`src/bed_pkg.sv`:
```
// Shared types, character codes and helper functions for the escape decoder.
`default_nettype none
package bed_pkg;

  localparam int MAX_RES = 10;
  localparam int POS_W   = 4;
  localparam int HELD_N  = 8;

  localparam logic [2:0] PH_IDLE      = 3'd0;
  localparam logic [2:0] PH_BACKSLASH = 3'd1;
  localparam logic [2:0] PH_HEX_X     = 3'd2;
  localparam logic [2:0] PH_HEX_U     = 3'd3;
  localparam logic [2:0] PH_HEX_BIG_U = 3'd4;

  localparam logic [7:0] CH_BSL   = 8'h5C;
  localparam logic [7:0] CH_ZERO  = 8'h30;
  localparam logic [7:0] CH_DQ    = 8'h22;
  localparam logic [7:0] CH_SQ    = 8'h27;
  localparam logic [7:0] CH_DOLL  = 8'h24;
  localparam logic [7:0] CH_B     = 8'h62;
  localparam logic [7:0] CH_E     = 8'h65;
  localparam logic [7:0] CH_N     = 8'h6E;
  localparam logic [7:0] CH_R     = 8'h72;
  localparam logic [7:0] CH_T     = 8'h74;
  localparam logic [7:0] CH_X     = 8'h78;
  localparam logic [7:0] CH_U     = 8'h75;
  localparam logic [7:0] CH_BIG_U = 8'h55;

  localparam logic [7:0] CODE_BS  = 8'd8;
  localparam logic [7:0] CODE_ESC = 8'd27;
  localparam logic [7:0] CODE_LF  = 8'd10;
  localparam logic [7:0] CODE_CR  = 8'd13;
  localparam logic [7:0] CODE_TAB = 8'd9;

  typedef struct packed {
    logic               ok;
    logic [3:0]         val;
  } hex_t;

  typedef struct packed {
    logic [MAX_RES-1:0][7:0] bytes;
    logic [POS_W-1:0]        count;
    logic                    last;
  } res_t;

  function automatic hex_t hex_value(input logic [7:0] c);
    hex_t h;
    h.ok  = 1'b0;
    h.val = 4'd0;
    if (c >= 8'h30 && c <= 8'h39) begin
      h.ok  = 1'b1;
      h.val = c[3:0];
    end else if ((c >= 8'h41 && c <= 8'h46) || (c >= 8'h61 && c <= 8'h66)) begin
      h.ok  = 1'b1;
      h.val = c[3:0] + 4'd9;
    end
    return h;
  endfunction

  function automatic logic [7:0] hex_letter(input logic [2:0] ph);
    logic [7:0] l;
    case (ph)
      PH_HEX_X: l = CH_X;
      PH_HEX_U: l = CH_U;
      default:  l = CH_BIG_U;
    endcase
    return l;
  endfunction

  function automatic logic [3:0] digits_needed(input logic [2:0] ph);
    logic [3:0] d;
    case (ph)
      PH_HEX_X: d = 4'd2;
      PH_HEX_U: d = 4'd4;
      default:  d = 4'd8;
    endcase
    return d;
  endfunction

endpackage
`default_nettype wire

```
`src/bed_decode.sv`:
```
// Escape state and combinational decode of one source byte into its output list.
`default_nettype none
module bed_decode (
  input  wire logic         clk,
  input  wire logic         rst_n,
  input  wire logic         take,
  input  wire logic [7:0]   in_byte,
  input  wire logic         in_last,
  output bed_pkg::res_t     res
);

  logic [2:0]  phase_r, phase_nxt;
  logic [3:0]  cnt_r, cnt_nxt;
  logic [31:0] code_r, code_nxt;
  logic [bed_pkg::HELD_N-1:0][7:0] held_r, held_nxt;

  always_comb begin
    logic [bed_pkg::MAX_RES-1:0][7:0] b;
    logic [bed_pkg::POS_W-1:0] n;
    logic [2:0]  ph;
    logic [3:0]  cnt;
    logic [31:0] code;
    logic [bed_pkg::HELD_N-1:0][7:0] held;
    logic        do_idle;
    logic        do_flush;
    bed_pkg::hex_t hv;
    b        = '0;
    n        = '0;
    ph       = phase_r;
    cnt      = cnt_r;
    code     = code_r;
    held     = held_r;
    do_idle  = 1'b0;
    do_flush = 1'b0;
    hv       = bed_pkg::hex_value(in_byte);

    if (ph == bed_pkg::PH_BACKSLASH) begin
      ph = bed_pkg::PH_IDLE;
      case (in_byte)
        bed_pkg::CH_BSL:  begin b[0] = bed_pkg::CH_BSL;   n = 4'd1; end
        bed_pkg::CH_ZERO: begin b[0] = 8'd0;              n = 4'd1; end
        bed_pkg::CH_DQ:   begin b[0] = bed_pkg::CH_DQ;    n = 4'd1; end
        bed_pkg::CH_SQ:   begin b[0] = bed_pkg::CH_SQ;    n = 4'd1; end
        bed_pkg::CH_DOLL: begin b[0] = bed_pkg::CH_DOLL;  n = 4'd1; end
        bed_pkg::CH_B:    begin b[0] = bed_pkg::CODE_BS;  n = 4'd1; end
        bed_pkg::CH_E:    begin b[0] = bed_pkg::CODE_ESC; n = 4'd1; end
        bed_pkg::CH_N:    begin b[0] = bed_pkg::CODE_LF;  n = 4'd1; end
        bed_pkg::CH_R:    begin b[0] = bed_pkg::CODE_CR;  n = 4'd1; end
        bed_pkg::CH_T:    begin b[0] = bed_pkg::CODE_TAB; n = 4'd1; end
        bed_pkg::CH_X: begin
          ph = bed_pkg::PH_HEX_X; cnt = 4'd0; code = '0;
        end
        bed_pkg::CH_U: begin
          ph = bed_pkg::PH_HEX_U; cnt = 4'd0; code = '0;
        end
        bed_pkg::CH_BIG_U: begin
          ph = bed_pkg::PH_HEX_BIG_U; cnt = 4'd0; code = '0;
        end
        default: begin
          b[0] = bed_pkg::CH_BSL;
          b[1] = in_byte;
          n    = 4'd2;
        end
      endcase
    end else if (ph == bed_pkg::PH_HEX_X || ph == bed_pkg::PH_HEX_U ||
                 ph == bed_pkg::PH_HEX_BIG_U) begin
      if (hv.ok) begin
        held[cnt[2:0]] = in_byte;
        code = {code[27:0], hv.val};
        cnt  = cnt + 4'd1;
        if (cnt >= bed_pkg::digits_needed(ph)) begin
          if (ph == bed_pkg::PH_HEX_X) begin
            b[0] = code[7:0];
            n    = 4'd1;
          end else if (code < 32'h80) begin
            b[0] = code[7:0];
            n    = 4'd1;
          end else if (code < 32'h800) begin
            b[0] = {3'b110, code[10:6]};
            b[1] = {2'b10, code[5:0]};
            n    = 4'd2;
          end else if (code < 32'h10000) begin
            b[0] = {4'b1110, code[15:12]};
            b[1] = {2'b10, code[11:6]};
            b[2] = {2'b10, code[5:0]};
            n    = 4'd3;
          end else if (code <= 32'h10FFFF) begin
            b[0] = {5'b11110, code[20:18]};
            b[1] = {2'b10, code[17:12]};
            b[2] = {2'b10, code[11:6]};
            b[3] = {2'b10, code[5:0]};
            n    = 4'd4;
          end
          ph   = bed_pkg::PH_IDLE;
          cnt  = 4'd0;
          code = '0;
        end
      end else begin
        do_flush = 1'b1;
        do_idle  = 1'b1;
      end
    end else begin
      do_idle = 1'b1;
    end

    if (in_last && !do_flush && (ph == bed_pkg::PH_HEX_X ||
        ph == bed_pkg::PH_HEX_U || ph == bed_pkg::PH_HEX_BIG_U)) begin
      do_flush = 1'b1;
    end

    // An unfinished hex sequence is always flushed at the head of the list.
    if (do_flush) begin
      b[0] = bed_pkg::CH_BSL;
      b[1] = bed_pkg::hex_letter(ph);
      for (int k = 0; k < bed_pkg::HELD_N - 1; k++) begin
        if (4'(k) < cnt) begin
          b[4'(k + 2)] = held[3'(k)];
        end
      end
      n    = cnt + 4'd2;
      ph   = bed_pkg::PH_IDLE;
      cnt  = 4'd0;
      code = '0;
    end

    if (do_idle) begin
      ph = bed_pkg::PH_IDLE;
      if (in_byte == bed_pkg::CH_BSL) begin
        ph = bed_pkg::PH_BACKSLASH;
      end else if (n < 4'(bed_pkg::MAX_RES)) begin
        b[n] = in_byte;
        n    = n + 4'd1;
      end
    end

    if (in_last) begin
      if (ph == bed_pkg::PH_BACKSLASH && n < 4'(bed_pkg::MAX_RES)) begin
        b[n] = bed_pkg::CH_BSL;
        n    = n + 4'd1;
      end
      ph   = bed_pkg::PH_IDLE;
      cnt  = 4'd0;
      code = '0;
    end

    res.bytes = b;
    res.count = n;
    res.last  = in_last;
    phase_nxt = ph;
    cnt_nxt   = cnt;
    code_nxt  = code;
    held_nxt  = held;
  end

  always_ff @(posedge clk) begin
    if (!rst_n) begin
      phase_r <= bed_pkg::PH_IDLE;
      cnt_r   <= 4'd0;
      code_r  <= '0;
    end else if (take) begin
      phase_r <= phase_nxt;
      cnt_r   <= cnt_nxt;
      code_r  <= code_nxt;
    end
  end

  always_ff @(posedge clk) begin
    if (take) begin
      held_r <= held_nxt;
    end
  end

endmodule
`default_nettype wire

```
`src/bed_drain.sv`:
```
// Result list buffer and output register that hand out one byte per transaction.
`default_nettype none
module bed_drain (
  input  wire logic          clk,
  input  wire logic          rst_n,
  input  wire logic          load,
  input  wire bed_pkg::res_t res,
  output logic               buf_free,
  output logic               out_valid,
  input  wire logic          out_ready,
  output logic [7:0]         out_byte,
  output logic               out_run_last,
  output logic               out_string_end
);

  logic [bed_pkg::MAX_RES-1:0][7:0] buf_r;
  logic [bed_pkg::POS_W-1:0]        cnt_r;
  logic [bed_pkg::POS_W-1:0]        ptr_r;
  logic                             end_r;
  logic                             buf_vld_r;
  logic                             oval_r;
  logic [7:0]                       obyte_r;
  logic                             orun_r;
  logic                             oend_r;
  logic                             move;
  logic                             final_pos;

  assign move      = buf_vld_r && (!oval_r || out_ready);
  assign final_pos = (ptr_r == cnt_r - 4'd1);
  assign buf_free  = !buf_vld_r || (move && final_pos);

  always_ff @(posedge clk) begin
    if (!rst_n) begin
      buf_vld_r <= 1'b0;
      ptr_r     <= '0;
      oval_r    <= 1'b0;
    end else begin
      if (load) begin
        buf_vld_r <= 1'b1;
        ptr_r     <= '0;
      end else if (move) begin
        if (final_pos) begin
          buf_vld_r <= 1'b0;
        end
        ptr_r <= ptr_r + 4'd1;
      end
      if (move) begin
        oval_r <= 1'b1;
      end else if (out_ready) begin
        oval_r <= 1'b0;
      end
    end
  end

  always_ff @(posedge clk) begin
    if (load) begin
      buf_r <= res.bytes;
      cnt_r <= res.count;
      end_r <= res.last;
    end
    if (move) begin
      obyte_r <= buf_r[ptr_r];
      orun_r  <= final_pos;
      oend_r  <= final_pos && end_r;
    end
  end

  assign out_valid      = oval_r;
  assign out_byte       = obyte_r;
  assign out_run_last   = orun_r;
  assign out_string_end = oend_r;

endmodule
`default_nettype wire

```
`src/backslash_escape_decoder.sv`:
```
// Top level of the backslash escape decoder.
`default_nettype none
// Decodes a byte stream with backslash escapes (\\ \0 \" \' \$ \b \e \n \r \t,
// \xHH, \uHHHH and \UHHHHHHHH written out as UTF-8). Each input transaction
// is decoded in the cycle it is accepted and yields zero to ten output bytes,
// which leave one per cycle through an output register while out_ready is high.
// Plain text streams at one byte per cycle; an input that yields more than
// one byte holds off the next input while the result buffer drains.
// out_run_last marks the last byte caused by one input and out_string_end
// the last byte of a string whose final input had in_last set.
module backslash_escape_decoder (
  input  wire logic       clk,
  input  wire logic       rst_n,
  input  wire logic       in_valid,
  output logic            in_ready,
  input  wire logic [7:0] in_byte,
  input  wire logic       in_last,
  output logic            out_valid,
  input  wire logic       out_ready,
  output logic [7:0]      out_byte,
  output logic            out_run_last,
  output logic            out_string_end
);

  logic          take;
  bed_pkg::res_t res;

  assign take = in_valid && in_ready;

  bed_decode u_decode (
    .clk     (clk),
    .rst_n   (rst_n),
    .take    (take),
    .in_byte (in_byte),
    .in_last (in_last),
    .res     (res)
  );

  bed_drain u_drain (
    .clk            (clk),
    .rst_n          (rst_n),
    .load           (take && (res.count != '0)),
    .res            (res),
    .buf_free       (in_ready),
    .out_valid      (out_valid),
    .out_ready      (out_ready),
    .out_byte       (out_byte),
    .out_run_last   (out_run_last),
    .out_string_end (out_string_end)
  );

endmodule
`default_nettype wire

```
`config.mk`:
```
export PLATFORM = sky130hd
export DESIGN_NAME = backslash_escape_decoder
export DESIGN_NICKNAME = d
export VERILOG_FILES = /design/src/bed_pkg.sv /design/src/bed_decode.sv /design/src/bed_drain.sv /design/src/backslash_escape_decoder.sv
export SDC_FILE = /design/constraint.sdc
export NUM_CORES = 1
export LEC_CHECK = 0
export ABC_AREA = 1
export BUFFER_PORTS_ARGS = -buffer_cell sky130_fd_sc_hd__buf_4
export CAP_MARGIN = 20
export CORE_MARGIN = 2
export CORE_UTILIZATION = 60
export CTS_CLUSTER_DIAMETER = 200
export DETAILED_ROUTE_END_ITERATION = 8
export PLACE_DENSITY = 0.76
export SLEW_MARGIN = 0
export SYNTH_ARGS = -nofsm -noshare
export SYNTH_HDL_FRONTEND = slang
export SYNTH_SLANG_ARGS = --single-unit
```
`constraint.sdc`:
```
create_clock -name clk -period 9.3 [get_ports clk]
set_clock_uncertainty 0.2 [all_clocks]
set_input_delay 1.86 -clock clk [delete_from_list [all_inputs] [get_ports clk]]
set_output_delay 1.86 -clock clk [all_outputs]
set_load 0.02 [all_outputs]
```
======== Word-level counts from Yosys, hierarchy flattened ========
Cells that the tools add are included.
word-level totals
  bits in registers ....................... 200
  latch bits .............................. 0
  memory bits (writable) .................. 0
  memory bits (read-only) ................. 0
  bits of input ports ..................... 13
  output and inout bits ................... 12
  logic and storage cells ................. 233
  memories ................................ 0
cells by class
  add/subtract/negate cells ............... 7
  $mul .................................... 0
  div/mod/pow operators ................... 0
  magnitude comparators ................... 26
  eq/ne operators ......................... 23
  shifts and indexed selects .............. 0
  multiplexer cells ....................... 105
  bitwise logic cells ..................... 5
  reduce and logical (&&, ||, !) cells .... 38
operators by type and width
  cell                                                           number
  2-to-1 mux 80 bit                                              5
  2-to-1 mux 24 bit                                              10
  2-to-1 mux 32 bit                                              7
  2-to-1 mux 28 bit                                              7
  2-to-1 mux 8 bit                                               14
  2-to-1 mux 4 bit                                               23
  bitwise mux 80 bit                                             1
  == test 8 x 7 -> 1 bit (second input constant)                 9
  bitwise mux 64 bit                                             1
  demux 8 bit (select 4 bit)                                     2
  2-to-1 mux 16 bit                                              4
  2-to-1 mux 64 bit                                              1
  one-hot mux 7 bit (9 select lines)                             1
  bitwise AND 40 bit                                             1
  NOT 40 bit                                                     1
  bitwise OR 40 bit                                              1
  binary-select mux 8 bit (select 4 bit)                         1
  == test 8 x 6 -> 1 bit (second input constant)                 4
  <= comparator 32 x 21 -> 1 bit (second input constant)         1
  less-than comparator 32 x 12 -> 1 bit (second input constant)  1
  less-than comparator 32 x 17 -> 1 bit (second input constant)  1
  less-than comparator 32 x 8 -> 1 bit (second input constant)   1
  2-to-1 mux 3 bit                                               9
  demux 8 bit (select 3 bit)                                     1
  other kinds (41)                                               97

======== Depth between registers and ports, before layout ========
  depth after elaboration ................. 31
  mapped depth ............................ 32

======== Hierarchy ========
A second synthesis with hierarchy kept.
unflattened totals
  cells, all modules ...................... 1,203
  area, all modules ....................... 9,920.8 um2
by module, submodules not included
  module                    instances  cells each  area an instance (um2)
  bed_decode                1          897         5,900.7
  bed_drain                 1          301         4,000.1
  backslash_escape_decoder  1          5           20.0

======== Worst setup path after synthesis ========
OpenSTA, ideal clock, no wires.
  path kind ............................... input -> register
  start ................................... in in_byte[0]
  end ..................................... reg u_drain.buf_r[0] in the netlist's numbering (enable)
  library setup time ...................... 438 ps
  arrival ................................. 6,674 ps
  required time ........................... 8,662 ps
  path slack .............................. 1,987 ps
  stages on the path ...................... 28
  buffers on the path ..................... 1
  cells stage by stage .................... inv_1 -> clkbuf_1 -> ha_1 -> nor2_1 -> nand2_1 -> nand3_4 -> nand2_4 -> nand2_2 -> nand2_2 -> o21ai_2 -> a22oi_1 -> inv_1 -> ha_1 -> inv_1 -> nand3_1 -> nand2_4 -> nand2_4 -> nand2_4 -> nand2_2 -> xor2_1 -> ha_1 -> nand3_1 -> nand2_1 -> nand2_1 -> inv_1 -> nand2_1 -> nand2_2 -> inv_1
between the ends
  word-level cells in the longest chain between the ends .. 26
  elaborated cells on any way between the ends .. 82
  classes of those cells .................. add/sub (4); order compare (12); eq/ne (17); mux (35); reduce/logical (14)
ends and longest elaborated chain
  element                                                                       RTL line                        source
  start: declaration                                                            backslash_escape_decoder.sv:16  input wire logic [7:0] in_byte,
  >= comparator 8 x 7 -> 1 bit or <= comparator 8 x 7 -> 1 bit (tied branches)  bed_pkg.sv:53                   end else if ((c >= 8'h41 && c <= 8'h46) || (c >= 8'h61 && c <= 8'h66)) begin
  logical AND 1 bit                                                             bed_pkg.sv:53
  logical OR 1 bit                                                              bed_pkg.sv:53
  2-to-1 mux 5 bit                                                              bed_pkg.sv:53
  2-to-1 mux 5 bit                                                              bed_pkg.sv:50                   if (c >= 8'h30 && c <= 8'h39) begin
  <= comparator 32 x 21 -> 1 bit                                                bed_decode.sv:87                end else if (code <= 32'h10FFFF) begin
  2-to-1 mux 3 bit                                                              bed_decode.sv:87
  2-to-1 mux 3 bit                                                              bed_decode.sv:82                end else if (code < 32'h10000) begin
  [... 11 more ...]                                                             --
  2-to-1 mux 4 bit                                                              bed_decode.sv:126               if (do_idle) begin
  less-than comparator 4 bit                                                    bed_decode.sv:137               if (ph == bed_pkg::PH_BACKSLASH && n < 4'(bed_pkg::MAX_RES)) begin
  logical AND 1 bit                                                             bed_decode.sv:137
  2-to-1 mux 4 bit                                                              bed_decode.sv:137
  2-to-1 mux 4 bit (*)                                                          bed_decode.sv:136               if (in_last) begin
  nonzero test 4 bit (*)                                                        backslash_escape_decoder.sv:42  .load (take && (res.count != '0)),
  logical AND 1 bit (*)                                                         backslash_escape_decoder.sv:42
  named net u_drain.load                                                        bed_drain.sv:6                  input wire logic load,
  end signal: assignment                                                        bed_drain.sv:57                 buf_r <= res.bytes;
  end: declaration                                                              bed_drain.sv:16                 logic [bed_pkg::MAX_RES-1:0][7:0] buf_r;
Mark *: on every way through the listed nets, which the timed path passes. The rest lies on a longest branch.
A chain may end at the register's enable or synchronous reset.

======== Final worst setup path ========
  start ................................... in in_byte[0]
  end ..................................... reg u_drain.buf_r[30] in the netlist's numbering (enable)
The elaborated chain is that of the path after synthesis.

==> Flow_metrics.wiki <==
{| class="wikitable"
! Metric !! Value
|-
| Run status || complete, no violations
|-
| Number of placed I/O pins || 25
|-
| Global routing usage summed across all routing layers || between 30% and 40%
|-
| Final Routed Wirelength || about 27000 um
|-
| Avg Cell Area, Syn || about 8.5 um2
|-
| Synth top area share || 39.5%
|-
| Crit path capture type || flip-flop
|-
| Initial standard-cell utilization of the core || roughly three fifths
|-
| Transition time at the pin with the least slew margin || 947 ps
|-
| Worst supply voltage drop on vdd || 130 uV
|-
| Vias after detailed routing || ~8200
|-
| # clock sinks || 168
|-
| Total nets after synthesis || around 1200
|-
| Synthesis Warnings || 0
|-
| Register clock-pin slew on the reported worst setup and hold paths || 70 ps
|-
| Final core utilization || 66.8%
|-
| CTS Hold Bufs || 0
|-
| Antenna diode instance count || 0
|-
| Total standard cell area after synthesis || between 9000 and 10000 um2
|-
| Count of endpoints failing hold in the final timing report || 0
|-
| Chip Height || between 100 and 150 um
|-
| Peak clock frequency supported by timing || 0.147 GHz
|-
| Crit Path Max Fanout || 35
|-
| Last weighted congestion value of the routability-driven placer || between 1 and 1.5
|-
| Worst EP required || 9210 ps
|-
| Post-route antenna net violation count || 0
|-
| Setup repair bufs after CTS || 0
|-
| Ranking of synthesized cells by area || sky130_fd_sc_hd__edfxtp_1 (40%), sky130_fd_sc_hd__nand2_1 (9.3%), sky130_fd_sc_hd__dfxtp_1 (8.5%), sky130_fd_sc_hd__o21ai_0 (5.7%), sky130_fd_sc_hd__inv_1 (4.3%)
|-
| Cell taking the most area after synthesis || sky130_fd_sc_hd__edfxtp_1
|-
| Register area share after synthesis || 48.1%
|-
| Unrepaired setup endpoints after global routing || false
|-
| Clock buffer depth || 2
|-
| Power per cell area || 163 nW/um2
|-
| Wire length of the first global-routing pass || about 42000 um
|-
| Average wire length per cell after detail routing || between 20 and 25 um
|-
| Yosys reg bits || 168
|-
| Cell chosen for the clock root || sky130_fd_sc_hd__clkbuf_16
|-
| Layout net count || approximately 1200
|-
| Core outline area || 15800 um2
|-
| Commonest register cell after synthesis || sky130_fd_sc_hd__edfxtp_1
|-
| Fin crit period || 6800 ps
|-
| Number of global-route vias before repair || 7488
|-
| Type of the tightest min-delay check || reg2reg
|-
| TritonCTS Buffers || 17
|-
| Arrival time of the worst setup path || 6710 ps
|-
| Commonest non-fill, non-tap cells in the layout || sky130_fd_sc_hd__nand2_1 (240), sky130_fd_sc_hd__edfxtp_1 (127), sky130_fd_sc_hd__inv_1 (110)
|-
| Clock insertion delay at the later pin of the skew report || about 450 ps
|-
| Most frequent standard cell in the layout excluding fill and tap cells || sky130_fd_sc_hd__nand2_1
|-
| Largest net degree at the start of global routing || 46
|-
| Area overhead of the layout relative to synthesis || 9.19%
|-
| Number of antenna violations at the first check in global routing || 0
|-
| Clock tree from TritonCTS || yes
|-
| Number of setup violations in the final report || 0
|-
| Crit path max-delay cell type || sky130_fd_sc_hd__inv_2
|-
| Async set-reset flop share out of synthesis || 0%
|-
| Fraction of the cycle the final worst path needs || between 70 and 80%
|-
| Quantity of gates resized following cts || 0
|-
| Number of max-slew violations in the final report || 0
|-
| Residual DRC count || 0
|-
| Drt first pass iters || 6
|-
| Final HPWL from detailed placement || 20200 um
|-
| Synthesized instance count || 1132
|-
| Initial detailed-routing violation count || roughly 940
|-
| Unique masters post-synth || 54
|-
| # Max-Cap Violations || 0
|-
| Leakage dissipation || 4.23 nW
|-
| Share of layout cells above drive strength 1 || 12.2%
|-
| Die boundary width || 131 um
|-
| Largest stage delay on the critical path || 560 ps
|-
| Number of synthesized flops with an enable pin || between 100 and 150
|-
| Number of buffers added on ports || 24
|-
| Kind of launch point of the worst setup path || input pin
|-
| Standard-cell rows || 46
|-
| Total die area || ~17000 um2
|-
| Final setup TNS || 0 ps
|-
| Worst Setup Path Type || in2reg
|-
| Slew HR || 36.2%
|-
| Average vias per placed instance || between 5 and 6
|-
| Deepest level of the CTS H-tree || 4
|-
| Overflow left after global routing || 0
|}
[kinds of logic after synthesis]
group	count (synthesis)	share of synthesized area (%)
xor+xnor	11	0.999
simple gates	469	22.2
buf+inv	176	7.29
fa+ha+maj	20	2.59
mux	17	1.76
compound gates	271	17.1
flops	168	48.1
[synth_stat cells, types with 6 or more instances]
library cell / instances
sky130_fd_sc_hd__nand2_4: 13
sky130_fd_sc_hd__a21oi_1: 56
sky130_fd_sc_hd__nor2_1: 105
sky130_fd_sc_hd__dfxtp_1: 41
sky130_fd_sc_hd__mux2i_1: 17
sky130_fd_sc_hd__a221oi_1: 8
sky130_fd_sc_hd__a22oi_1: 8
sky130_fd_sc_hd__ha_1: 20
sky130_fd_sc_hd__nand3_1: 50
sky130_fd_sc_hd__nand2_1: 240
sky130_fd_sc_hd__xor2_1: 6
sky130_fd_sc_hd__inv_2: 15
sky130_fd_sc_hd__clkbuf_1: 31
sky130_fd_sc_hd__nand2_2: 16
sky130_fd_sc_hd__o221ai_1: 18
sky130_fd_sc_hd__edfxtp_1: 127
sky130_fd_sc_hd__inv_1: 111
sky130_fd_sc_hd__nand4_1: 8
sky130_fd_sc_hd__o21ai_0: 109
sky130_fd_sc_hd__o211ai_1: 25
sky130_fd_sc_hd__nor2_2: 11
sky130_fd_sc_hd__nor3_1: 9
sky130_fd_sc_hd__o22ai_1: 13
[power by group]
part | leakage [nW] | switching, mW | total, mW | internal, mW
Clock | 0.288 | 0.340 | 0.724 | 0.384
Combinational | 2.37 | 0.0964 | 0.132 | 0.0360
Sequential | 1.57 | 0.0102 | 0.861 | 0.851
Total | 4.23 | 0.447 | 1.72 | 1.27
[stage by stage]
step	std cells	instance area [um2]	setup WS (ps)	power (mW)	hold WS [ps]
floorplan	1132	9640	1990	0.964	245
global placement	1333	9930	2210	1.01	255
detailed placement	1333	9930	2110	1.01	257
CTS	1365	10500	2540	1.72	268
global route	1365	10500	2050	1.76	297
finish	1365	10500	2500	1.72	265
[final cells by class]
type	count	area (um2)
clock buffers	17	425
repair buffers	29	218
inverters	132	499
flip-flops and latches	168	4640
clock inverters	15	175
fillers	1345	5240
well taps	216	270
multi-input cells	788	4310
[routing by layer]
| layer | track usage [%] | share of wire (%) |
|---|---|---|
| met2 | 55.4 | 48 |
| met1 | 43.8 | 42 |
| met5 | 0 | 0 |
| met3 | 4.72 | 6.0 |
| met4 | 13.0 | 3.5 |
[sequential cells by signal (all words and copies together) (netlist names)]
| register | count |
|---|---|
| u_drain.buf_r | 80 |
| u_drain.out_valid | 1 |
| u_drain.ptr_r | 4 |
| u_decode.code_r | 28 |
| u_drain.out_byte | 8 |
| u_decode.phase_r | 3 |
| u_drain.out_run_last | 1 |
| u_drain.buf_vld_r | 1 |
| u_drain.out_string_end | 1 |
| u_decode.held_r | 32 |
| u_drain.end_r | 1 |
| u_drain.cnt_r | 4 |
| u_decode.cnt_r | 4 |
[worst max-delay path, delay by kind of cell]
family	cells	cell delay (ps)
AOI/OAI and AO/OA	2	260
adders and majority gates	3	890
and+or+nand+nor	16	1490
xor gates and xnor gates	1	350
buffers and inverters	7	1840
[final timing paths]
check	cells past startpoint	startpoint	to	slack, ps
min reg2reg	2	u_decode.code_r[25]	u_decode.code_r[25]	270
max	29	in_byte[0]	u_drain.buf_r[30]	2500
max reg2reg	27	u_decode.phase_r[1]	u_drain.buf_r[30]	3610
min	2	u_decode.code_r[25]	u_decode.code_r[25]	270
Note: power is estimated with default switching activity, not from simulation.
